`src/ptls_pkg.sv`:
```
// ----------------------------------------------------------------------------
// ptls_pkg - shared types and constants for per-topic loss statistics
// Holds field widths, command codes, the table entry layout, the table request
// bundle, the arithmetic unit operations and the sequencer states.
// ----------------------------------------------------------------------------
`default_nettype none

package ptls_pkg;

  localparam int CmdW   = 2;
  localparam int TopicW = 6;
  localparam int SeqW   = 31;
  localparam int CntW   = 32;

  typedef enum logic [CmdW-1:0] {
    CMD_PUB  = 2'd0,
    CMD_RCV  = 2'd1,
    CMD_PUSH = 2'd2,
    CMD_NOP  = 2'd3
  } cmd_t;

  // One statistics row per topic
  typedef struct packed {
    logic [CntW-1:0] pub;
    logic [CntW-1:0] rcv;
    logic [CntW-1:0] drp;
    logic [SeqW-1:0] lseq;
  } entry_t;

  // Request from the sequencer to the statistics table
  typedef struct packed {
    logic              rd_en;
    logic              wr_en;
    logic [TopicW-1:0] addr;
  } tbl_req_t;

  typedef enum logic {
    ALU_ADD_SAT = 1'b0,  // a + b, clamped at all ones
    ALU_GAP     = 1'b1   // a - b - 1, flag when a <= b
  } alu_op_t;

  typedef enum logic [3:0] {
    S_IDLE,
    S_READ,
    S_LOAD,
    S_PUB,
    S_GAP,
    S_RCV,
    S_DROP,
    S_WRITE,
    S_PUSH_RD,
    S_PUSH_OUT
  } state_t;

endpackage

`default_nettype wire

```
`src/ptls_alu.sv`:
```
// ----------------------------------------------------------------------------
// ptls_alu - shared arithmetic unit
// One 33-bit adder used either as a saturating add or as a gap subtract.
// ----------------------------------------------------------------------------
`default_nettype none

module ptls_alu (
  input  wire ptls_pkg::alu_op_t             op,
  input  wire logic [ptls_pkg::CntW-1:0]     a,
  input  wire logic [ptls_pkg::CntW-1:0]     b,
  output logic      [ptls_pkg::CntW-1:0]     res,
  output logic                               no_rise
);

  logic [ptls_pkg::CntW:0] sum;

  always_comb begin
    case (op)
      ptls_pkg::ALU_ADD_SAT: begin
        sum     = {1'b0, a} + {1'b0, b};
        res     = sum[ptls_pkg::CntW] ? '1 : sum[ptls_pkg::CntW-1:0];
        no_rise = 1'b0;
      end
      ptls_pkg::ALU_GAP: begin
        // negative result means a did not rise above b
        sum     = {1'b0, a} - {1'b0, b} - {{ptls_pkg::CntW{1'b0}}, 1'b1};
        res     = sum[ptls_pkg::CntW-1:0];
        no_rise = sum[ptls_pkg::CntW];
      end
      default: begin
        sum     = '0;
        res     = '0;
        no_rise = 1'b0;
      end
    endcase
  end

endmodule

`default_nettype wire

```
`src/ptls_table.sv`:
```
// ----------------------------------------------------------------------------
// ptls_table - per-topic statistics memory
// One row per topic, one port read or write per cycle, registered read data.
// Row valid bits make unwritten rows read as zero right after reset.
// ----------------------------------------------------------------------------
`default_nettype none

module ptls_table #(
  parameter int TOPIC_COUNT = 8
) (
  input  wire                      clk,
  input  wire                      rst_n,
  input  wire ptls_pkg::tbl_req_t  req,
  input  wire ptls_pkg::entry_t    wr_data,
  output ptls_pkg::entry_t         rd_data
);

  localparam int AW = (TOPIC_COUNT > 1) ? $clog2(TOPIC_COUNT) : 1;

  ptls_pkg::entry_t       mem [TOPIC_COUNT];
  logic [TOPIC_COUNT-1:0] row_valid_r;
  ptls_pkg::entry_t       rd_data_r;

  logic [AW-1:0] addr;
  assign addr = req.addr[AW-1:0];

  always_ff @(posedge clk) begin
    if (req.wr_en) begin
      mem[addr] <= wr_data;
    end
    if (req.rd_en) begin
      rd_data_r <= row_valid_r[addr] ? mem[addr] : '0;
    end
  end

  always_ff @(posedge clk) begin
    if (!rst_n) begin
      row_valid_r <= '0;
    end else if (req.wr_en) begin
      row_valid_r[addr] <= 1'b1;
    end
  end

  assign rd_data = rd_data_r;

endmodule

`default_nettype wire

```
`src/per_topic_loss_statistics_core.sv`:
```
// Steps: published event read, load, add, write; received event read, load, gap,
//   add received, add dropped, write (gap then write on a sender reset); push
//   reads then reports each topic, holding while the result side stalls.
// Throughput: one item at a time; the row read-modify-write through the single
//   table port and the shared adder sets the pace. in_stall is high while busy.
// Reset: synchronous, active low; row valid bits clear at once, no sweep.
// ----------------------------------------------------------------------------
// per_topic_loss_statistics_core - per-topic message loss counters
// Keeps published, received, dropped and last sequence number per topic and
// reports every topic on a push command.
// ----------------------------------------------------------------------------
`default_nettype none

module per_topic_loss_statistics_core #(
  parameter int TOPIC_COUNT = 8
) (
  input  wire                               clk,
  input  wire                               rst_n,
  // input channel
  input  wire                               in_valid,
  output logic                              in_stall,
  input  wire logic [ptls_pkg::CmdW-1:0]    in_cmd,
  input  wire logic [ptls_pkg::TopicW-1:0]  in_topic,
  input  wire logic [ptls_pkg::SeqW-1:0]    in_seq_num,
  // result channel
  output logic                              out_valid,
  input  wire                               out_stall,
  output logic [ptls_pkg::TopicW-1:0]       out_topic_out,
  output logic [ptls_pkg::CntW-1:0]         out_published_count,
  output logic [ptls_pkg::CntW-1:0]         out_received_count,
  output logic [ptls_pkg::CntW-1:0]         out_dropped_count,
  output logic                              out_last
);

  localparam int AW = (TOPIC_COUNT > 1) ? $clog2(TOPIC_COUNT) : 1;

  // Sequencer state and latched beat
  ptls_pkg::state_t                state_r, state_nxt;
  logic [ptls_pkg::CmdW-1:0]       cmd_r, cmd_nxt;
  logic [ptls_pkg::TopicW-1:0]     topic_r, topic_nxt;
  logic [ptls_pkg::SeqW-1:0]       seq_r, seq_nxt;

  // Working copy of the row under update
  ptls_pkg::entry_t                work_r, work_nxt;
  logic [ptls_pkg::CntW-1:0]       gap_r, gap_nxt;

  // Push walk index
  logic [AW-1:0]                   k_r, k_nxt;
  logic                            k_last;

  // Output register
  logic                            out_valid_r, out_valid_nxt;
  logic [ptls_pkg::TopicW-1:0]     out_topic_r, out_topic_nxt;
  logic [ptls_pkg::CntW-1:0]       out_pub_r, out_pub_nxt;
  logic [ptls_pkg::CntW-1:0]       out_rcv_r, out_rcv_nxt;
  logic [ptls_pkg::CntW-1:0]       out_drp_r, out_drp_nxt;
  logic                            out_last_r, out_last_nxt;

  // Table and shared unit hookup
  ptls_pkg::tbl_req_t              tbl_req;
  ptls_pkg::entry_t                tbl_rd_data;
  ptls_pkg::alu_op_t               alu_op;
  logic [ptls_pkg::CntW-1:0]       alu_a, alu_b, alu_res;
  logic                            alu_no_rise;

  logic                            in_fire;
  logic                            topic_ok;
  logic                            out_free;

  ptls_table #(
    .TOPIC_COUNT (TOPIC_COUNT)
  ) u_table (
    .clk     (clk),
    .rst_n   (rst_n),
    .req     (tbl_req),
    .wr_data (work_r),
    .rd_data (tbl_rd_data)
  );

  ptls_alu u_alu (
    .op      (alu_op),
    .a       (alu_a),
    .b       (alu_b),
    .res     (alu_res),
    .no_rise (alu_no_rise)
  );

  // Take a beat only when idle
  assign in_stall = (state_r != ptls_pkg::S_IDLE);
  assign in_fire  = in_valid && !in_stall;
  assign topic_ok = ({1'b0, in_topic} < (ptls_pkg::TopicW + 1)'(TOPIC_COUNT));
  // Output register can take a new result when empty or draining this cycle
  assign out_free = !out_valid_r || !out_stall;
  assign k_last   = (k_r == AW'(TOPIC_COUNT - 1));

  always_ff @(posedge clk) begin
    if (!rst_n) begin
      state_r     <= ptls_pkg::S_IDLE;
      out_valid_r <= 1'b0;
      k_r         <= '0;
    end else begin
      state_r     <= state_nxt;
      out_valid_r <= out_valid_nxt;
      k_r         <= k_nxt;
    end
  end

  always_ff @(posedge clk) begin
    cmd_r       <= cmd_nxt;
    topic_r     <= topic_nxt;
    seq_r       <= seq_nxt;
    work_r      <= work_nxt;
    gap_r       <= gap_nxt;
    out_topic_r <= out_topic_nxt;
    out_pub_r   <= out_pub_nxt;
    out_rcv_r   <= out_rcv_nxt;
    out_drp_r   <= out_drp_nxt;
    out_last_r  <= out_last_nxt;
  end

  always_comb begin
    state_nxt     = state_r;
    cmd_nxt       = cmd_r;
    topic_nxt     = topic_r;
    seq_nxt       = seq_r;
    work_nxt      = work_r;
    gap_nxt       = gap_r;
    k_nxt         = k_r;
    out_topic_nxt = out_topic_r;
    out_pub_nxt   = out_pub_r;
    out_rcv_nxt   = out_rcv_r;
    out_drp_nxt   = out_drp_r;
    out_last_nxt  = out_last_r;
    // drop the held result once the far side takes it
    out_valid_nxt = out_valid_r && out_stall;

    tbl_req       = '0;
    alu_op        = ptls_pkg::ALU_ADD_SAT;
    alu_a         = '0;
    alu_b         = '0;

    case (state_r)
      ptls_pkg::S_IDLE: begin
        if (in_fire) begin
          cmd_nxt   = in_cmd;
          topic_nxt = in_topic;
          seq_nxt   = in_seq_num;
          if (in_cmd == ptls_pkg::CMD_PUSH) begin
            k_nxt     = '0;
            state_nxt = ptls_pkg::S_PUSH_RD;
          end else if ((in_cmd == ptls_pkg::CMD_PUB || in_cmd == ptls_pkg::CMD_RCV)
                       && topic_ok) begin
            state_nxt = ptls_pkg::S_READ;
          end
          // unused command or topic out of range: drop the beat
        end
      end

      ptls_pkg::S_READ: begin
        tbl_req.rd_en = 1'b1;
        tbl_req.addr  = topic_r;
        state_nxt     = ptls_pkg::S_LOAD;
      end

      ptls_pkg::S_LOAD: begin
        work_nxt  = tbl_rd_data;
        state_nxt = (cmd_r == ptls_pkg::CMD_PUB) ? ptls_pkg::S_PUB : ptls_pkg::S_GAP;
      end

      ptls_pkg::S_PUB: begin
        alu_op       = ptls_pkg::ALU_ADD_SAT;
        alu_a        = work_r.pub;
        alu_b        = ptls_pkg::CntW'(1);
        work_nxt.pub = alu_res;
        state_nxt    = ptls_pkg::S_WRITE;
      end

      ptls_pkg::S_GAP: begin
        // compare against last sequence and form the gap in one pass
        alu_op        = ptls_pkg::ALU_GAP;
        alu_a         = {1'b0, seq_r};
        alu_b         = {1'b0, work_r.lseq};
        work_nxt.lseq = seq_r;
        if (alu_no_rise) begin
          // sender restarted its numbering
          work_nxt.pub = '0;
          work_nxt.rcv = ptls_pkg::CntW'(1);
          work_nxt.drp = '0;
          state_nxt    = ptls_pkg::S_WRITE;
        end else begin
          gap_nxt   = alu_res;
          state_nxt = ptls_pkg::S_RCV;
        end
      end

      ptls_pkg::S_RCV: begin
        alu_op       = ptls_pkg::ALU_ADD_SAT;
        alu_a        = work_r.rcv;
        alu_b        = ptls_pkg::CntW'(1);
        work_nxt.rcv = alu_res;
        state_nxt    = ptls_pkg::S_DROP;
      end

      ptls_pkg::S_DROP: begin
        alu_op       = ptls_pkg::ALU_ADD_SAT;
        alu_a        = work_r.drp;
        alu_b        = gap_r;
        work_nxt.drp = alu_res;
        state_nxt    = ptls_pkg::S_WRITE;
      end

      ptls_pkg::S_WRITE: begin
        tbl_req.wr_en = 1'b1;
        tbl_req.addr  = topic_r;
        state_nxt     = ptls_pkg::S_IDLE;
      end

      ptls_pkg::S_PUSH_RD: begin
        tbl_req.rd_en = 1'b1;
        tbl_req.addr  = ptls_pkg::TopicW'(k_r);
        state_nxt     = ptls_pkg::S_PUSH_OUT;
      end

      ptls_pkg::S_PUSH_OUT: begin
        // hold the row until the output register frees up
        if (out_free) begin
          out_valid_nxt = 1'b1;
          out_topic_nxt = ptls_pkg::TopicW'(k_r);
          out_pub_nxt   = tbl_rd_data.pub;
          out_rcv_nxt   = tbl_rd_data.rcv;
          out_drp_nxt   = tbl_rd_data.drp;
          out_last_nxt  = k_last;
          if (k_last) begin
            state_nxt = ptls_pkg::S_IDLE;
          end else begin
            k_nxt     = k_r + AW'(1);
            state_nxt = ptls_pkg::S_PUSH_RD;
          end
        end
      end

      default: begin
        state_nxt = ptls_pkg::S_IDLE;
      end
    endcase
  end

  assign out_valid           = out_valid_r;
  assign out_topic_out       = out_topic_r;
  assign out_published_count = out_pub_r;
  assign out_received_count  = out_rcv_r;
  assign out_dropped_count   = out_drp_r;
  assign out_last            = out_last_r;

endmodule

`default_nettype wire

```
`config.mk`:
```
export PLATFORM = sky130hd
export DESIGN_NAME = per_topic_loss_statistics_core
export DESIGN_NICKNAME = d
export VERILOG_FILES = /design/src/ptls_pkg.sv /design/src/ptls_alu.sv /design/src/ptls_table.sv /design/src/per_topic_loss_statistics_core.sv
export SDC_FILE = /design/constraint.sdc
export NUM_CORES = 2
export LEC_CHECK = 0
export BUFFER_PORTS_ARGS = -buffer_cell sky130_fd_sc_hd__buf_2
export CORE_ASPECT_RATIO = 1.2
export CORE_MARGIN = 2
export CORE_UTILIZATION = 40
export DETAILED_ROUTE_END_ITERATION = 16
export SETUP_SLACK_MARGIN = 0.05
export SYNTH_ARGS = -nofsm -noshare
export SYNTH_HDL_FRONTEND = slang
export SYNTH_SLANG_ARGS = --single-unit
```
`constraint.sdc`:
```
create_clock -name clk -period 23.3 [get_ports clk]
set_input_delay 2.33 -clock clk [delete_from_list [all_inputs] [get_ports clk]]
set_output_delay 2.33 -clock clk [all_outputs]
set_load 0.02 [all_outputs]
```
# Word-level counts from Yosys, hierarchy flattened

Memory sizes are Yosys's and may differ from the RTL's. A register that Yosys moved wholly into a read port is not among the register bits.
Cells that the tools add are included.

$lt $le $gt $ge: 3
Mux-type cells: 35
Bitwise logic cells: 3
Reduce and logical (&&, ||, !) cells: 31
Eq/ne operators: 18
Add/sub/neg operators: 4

Operators with widths:

| operator              | count |
|---|---|
| $pmux 32 s3           | 4 |
| $pmux 32 s4           | 1 |
| $mux 96               | 1 |
| $pmux 32 s2           | 1 |
| $pmux 31 s2           | 1 |
| $add 32x32->33        | 1 |
| $sub 32x32->33        | 1 |
| $sub 33x1->33 const B | 1 |
| $mux 32               | 1 |
| $pmux 4 s8            | 1 |
| $mux 4                | 5 |
| $eq 4x3->1 const B    | 4 |
| $mux 3                | 5 |
| $pmux 3 s2            | 2 |
| $reduce_and 2->1      | 6 |
| $ne 2x2->1 const B    | 5 |
| $mux 1                | 9 |
| $reduce_bool 3->1     | 3 |
| $eq 4x2->1 const B    | 2 |
| $eq 4x4->1 const B    | 2 |
| $or 8x8->8            | 1 |
| $reduce_or 2->1       | 4 |
| $lt 6x4->1 const B    | 1 |
| $reduce_and 5->1      | 1 |
| 21 further kinds      | 31 |

Bits of input ports: 43
Output and inout bits: 105
Word-level logic and storage cells: 112
Flip-flop bits (word level): 311
Bits in writable memories: 1016
Memories kept: 1

Memory list:

| name        | depth | width | rd ports | clocked after memory_dff | wr ports | line             | source |
|---|---|---|---|---|---|---|---|
| u_table.mem | 8     | 127   | 1        | 1                        | 1        | ptls_table.sv:20 | `ptls_pkg::entry_t mem [TOPIC_COUNT];` |

# Depth between registers and ports, before layout

Word-level depth: 8
Mapped depth: 23
Gate-level depth less buffers: 18

# Cells and area by module

Synthesis repeated with hierarchy kept, for this count alone.

Cells, all modules: 3290
Area total of the unflattened synthesis: 59236.8 sq um

By module, submodules not included:

| module                         | times used | sequential area each (sq um) | cells an instance | area an instance (sq um) |
|---|---|---|---|---|
| ptls_table                     | 1          | 34483.1                      | 1770              | 42514.5 |
| per_topic_loss_statistics_core | 1          | 9108.7                       | 939               | 12818.5 |
| ptls_alu                       | 1          | 0.0                          | 581               | 3903.7 |

# Worst setup path before layout

Ideal clock, no wire load.

Path kind: reg-to-reg
Start point: register state_r[1]
End point: memory u_table.mem[3][0] in the netlist's numbering, enable pin
Stages on the path, launching flop included: 7
Period minus slack after synthesis: 11.309 ns
Data arrival time: 10.538 ns
Library setup time: 0.771 ns
Setup slack: 11.991 ns
Data required time: 22.529 ns
Path buffers: 3
Path through: dfxtp_1 > buf_2 > buf_2 > nor4_1 > a22oi_1 > clkbuf_1 > nor3_1

Cells in the longest elaborated chain, start to end: 4
Elaborated cells between the ends (all ways): 8
Those cells by class: 3 x eq/ne; 4 x mux; 1 x reduce/logical

Ends and longest elaborated chain:

| what                         | line                                  | source |
|---|---|---|
| from (decl)                  | per_topic_loss_statistics_core.sv:38  | `ptls_pkg::state_t state_r, state_nxt;` |
| from (signal assigned)       | per_topic_loss_statistics_core.sv:98  | `state_r <= ptls_pkg::S_IDLE;` |
| from (signal assigned)       | per_topic_loss_statistics_core.sv:102 | `state_r <= state_nxt;` |
| $eq 4x3->1                   | per_topic_loss_statistics_core.sv:142 | `case (state_r)` |
| $mux 1                       | per_topic_loss_statistics_core.sv:142 |  |
| $mux 1                       | ptls_table.sv:28                      | `if (req.wr_en) begin` |
| $mux 1 (not written as such) | ptls_table.sv:29                      | `mem[addr] <= wr_data;` |
| to (decl)                    | ptls_table.sv:20                      |  |

Several ways; a longest one is shown, not always the timed one.

==> flow_metrics.tcl <==
set metrics [dict create \
    cp.required_ns 23.85 \
    ys_async_sr_fraction_pct 0 \
    firstDrtPassIters 6 \
    finalSetupViolations 0 \
    initial_utilization_pct 40.2 \
    layout_min_cycle_time_ns 7.05 \
    fp.coreArea_um2 149000 \
    grt_use_total_pct 25.0 \
    syn_area_per_cell_um2 12.6 \
    leakage_nw 23.8 \
    wl_per_cell_um 27.9 \
    antenna_left 0 \
    slew_violations 0 \
    tritoncts "yes" \
    finalHoldViolations 0 \
    port_buffers 144 \
    htree_levels 4 \
    netlist_instances 4764 \
    path_class "register to register" \
    ir_worst_vdd_mv 0.114 \
    postCtsHoldBufs 0 \
    slew_headroom_pct 21.3 \
    critical_path_peak_fanout 43 \
    hp-class "register to register" \
    grt_pass1_vias 37800 \
    drt_iter0_markers 4920 \
    synth_area_um2 59800 \
    layout_setup_ws_ns 16.25 \
    worst_slew_pin_slew_ns 1.18 \
    r2r_setup_slack_ns 16.25 \
    pin_count 148 \
    fp.dieH_um 428 \
    dieWidth_um 357 \
    fin_skew_ns 0.0466 \
    worstSetupStartpointType "register" \
    via_per_inst 5.79 \
    yosysUniqueCellTypes 82 \
    grt_first_pass_wirelength_mm 274 \
    pre_cts_ws_ns 16.45 \
    fmax_ghz 0.142 \
    overflow 0 \
    fin_util_pct 45.3 \
    synth_seq_cells 1454 \
    clock_latency_ns 0.81 \
    post-dp-hpwl_mm 120 \
    syn_to_final_growth_pct 12.5 \
    dieArea_um2 153000 \
    cts_buffer_depth 3 \
    drc_errors 0 \
    dpl_cell_area_um2 62600 \
    stdcell_area_um2 67200 \
    cts_setup_buffers 0 \
    crit_arrival_ns 7.60 \
    status "finished, final reports clean" \
    yosysWarnings 0 \
    fin_setup_tns_ns 0 \
    p_per_area_nw_per_um2 129 \
    wirelength_mm 193 \
    vias 40000 \
    antenna_found_initial 20 \
    nets 4941 \
    cts_buffers 147 \
    fin_crit_sh_pct 30.3 \
    clk_pin_slew_ns 0.06 \
    cts_resized 0 \
    grt_max_degree 129 \
    worstSetupEndpointType "register" \
    cts_root_buf "clkbuf_16" \
    cts_sinks 1454 \
    synth_edf_count 1438 \
    seq_area_frac_synth_pct 72.8 \
    rsz0062_at_grt "false" \
    ys.flop_type "edfxtp_1" \
    fin_total_pwr_mw 8.68 \
    drive_above_1_share_pct 9.73 \
    place_congestion 0.981 \
    drv_cap 0 \
    rows 155 \
]
==> placed cells by master, fill, tap and decap left out, types with 9 or more instances in the layout <==
master,instances
nor4_1,9
nand2_1,1232
clkbuf_16,150
nor3_2,11
o22ai_1,16
a221o_1,12
dfxtp_1,16
o21bai_1,15
o21ai_0,79
a21oi_1,215
nand2b_1,21
inv_1,75
nand3_1,817
nor2b_1,12
a21o_1,18
clkinv_2,25
and2_1,9
nor2_1,66
clkbuf_1,29
ha_1,66
buf_4,75
o21a_1,13
edfxtp_1,1438
buf_2,144
a22oi_1,58
a22o_1,70
clkinv_1,31
==> state kept, by name, summed over array words and instances (netlist names) <==
register             cells
out_topic_out            3
state_r                  4
work_r                 127
out_dropped_count       32
k_r                      3
cmd_r                    2
seq_r                   31
out_published_count     32
topic_r                  3
out_valid                1
gap_r                   32
out_last                 1
u_table.rd_data        127
u_table.row_valid_r      8
u_table.mem           1016
out_received_count      32
==> final cells by class <==
| cell class | instances | area [um^2] |
|---|---|---|
| Sequential cell | 1454 | 43500 |
| Clock inverter | 82 | 747 |
| Inverter | 77 | 289 |
| Timing Repair Buffer | 221 | 1320 |
| Tap cell | 1962 | 2450 |
| Antenna cell | 4 | 10.0 |
| Clock buffer | 180 | 3880 |
| Fill cell | 13300 | 81300 |
| Multi-Input combinational cell | 2931 | 15000 |
==> synthesized netlist by cell type (18+ instances only) <==
master    number  area [um^2]
a22oi_1       61          458
ha_1          66          826
nand3_1      817         4090
a21o_1        18          135
a22o_1        73          639
o21ai_0       80          400
a21oi_1      217         1090
clkbuf_1     259          972
buf_1         25         93.8
nor3_1        18         90.1
nand2b_1      21          131
nand2_1     1233         4630
inv_1         75          282
nor2_1        70          263
edfxtp_1    1438        43200
==> worst max-delay path, stage by stage (launching register included) <==
cell,delay [ns]
dfxtp_1,0.90
or3b_2,0.55
nor2_4,0.09
buf_4,0.44
buf_4,0.54
a22oi_1,0.22
ha_1,0.67
nor2_1,0.24
a211oi_1,0.30
o21ai_0,0.11
nor4_1,0.24
nand2_1,0.16
a221oi_2,0.48
a31o_2,0.92
a221o_1,0.25
o21ai_0,0.25
a22o_1,0.32
==> per-layer routing <==
metal | vias up | global-route usage, % | share of wire (%)
met5 | - | 0 | 0.023
met4 | 6 | 10.3 | 4.0
met3 | 296 | 4.47 | 7.8
met2 | 1774 | 40.6 | 48
met1 | 20400 | 33.0 | 40
li1 | 17600 | - | -
==> path summary, 6_finish.rpt <==
kind / start / end / cells after the start
worst max-delay path: state_r[2]$_SDFFE_PN0P_ / work_r[104]$_DFFE_PP_ / 16
worst min-delay path: u_table.row_valid_r[1]$_SDFFE_PN0P_ / u_table.row_valid_r[1]$_SDFFE_PN0P_ / 1
worst max register to register: state_r[2]$_SDFFE_PN0P_ / work_r[104]$_DFFE_PP_ / 16
worst min register to register: u_table.row_valid_r[1]$_SDFFE_PN0P_ / u_table.row_valid_r[1]$_SDFFE_PN0P_ / 1
==> stage by stage <==
| step | cells | hold slack (ns) |
|---|---|---|
| final | 6911 | 0.463 |
| after global routing | 6907 | 0.488 |
| after CTS | 6907 | 0.466 |
| after detailed placement | 6645 | 0.453 |
| after global placement | 6645 | 0.446 |
| after floorplan | 4766 | 0.421 |
==> logic make-up after synthesis <==
family          Yosys count  synth area share [%]
compound gates          620                  7.00
xor+xnor                  7                 0.103
fa+ha+maj                66                  1.38
buf+inv                 381                  2.46
flops                  1454                  72.8
mux                       3                0.0523
other cells               1               0.00627
simple gates           2232                  16.2
==> report_power, final <==
part | total, mW | switching, mW | leakage [nW] | internal [mW]
clock network | 2.29 | 1.02 | 2.26 | 1.27
registers | 4.19 | 0.655 | 13.2 | 3.54
logic | 2.20 | 1.59 | 8.36 | 0.605
total | 8.68 | 3.27 | 23.8 | 5.41
Power figures use the tool's default switching activity.
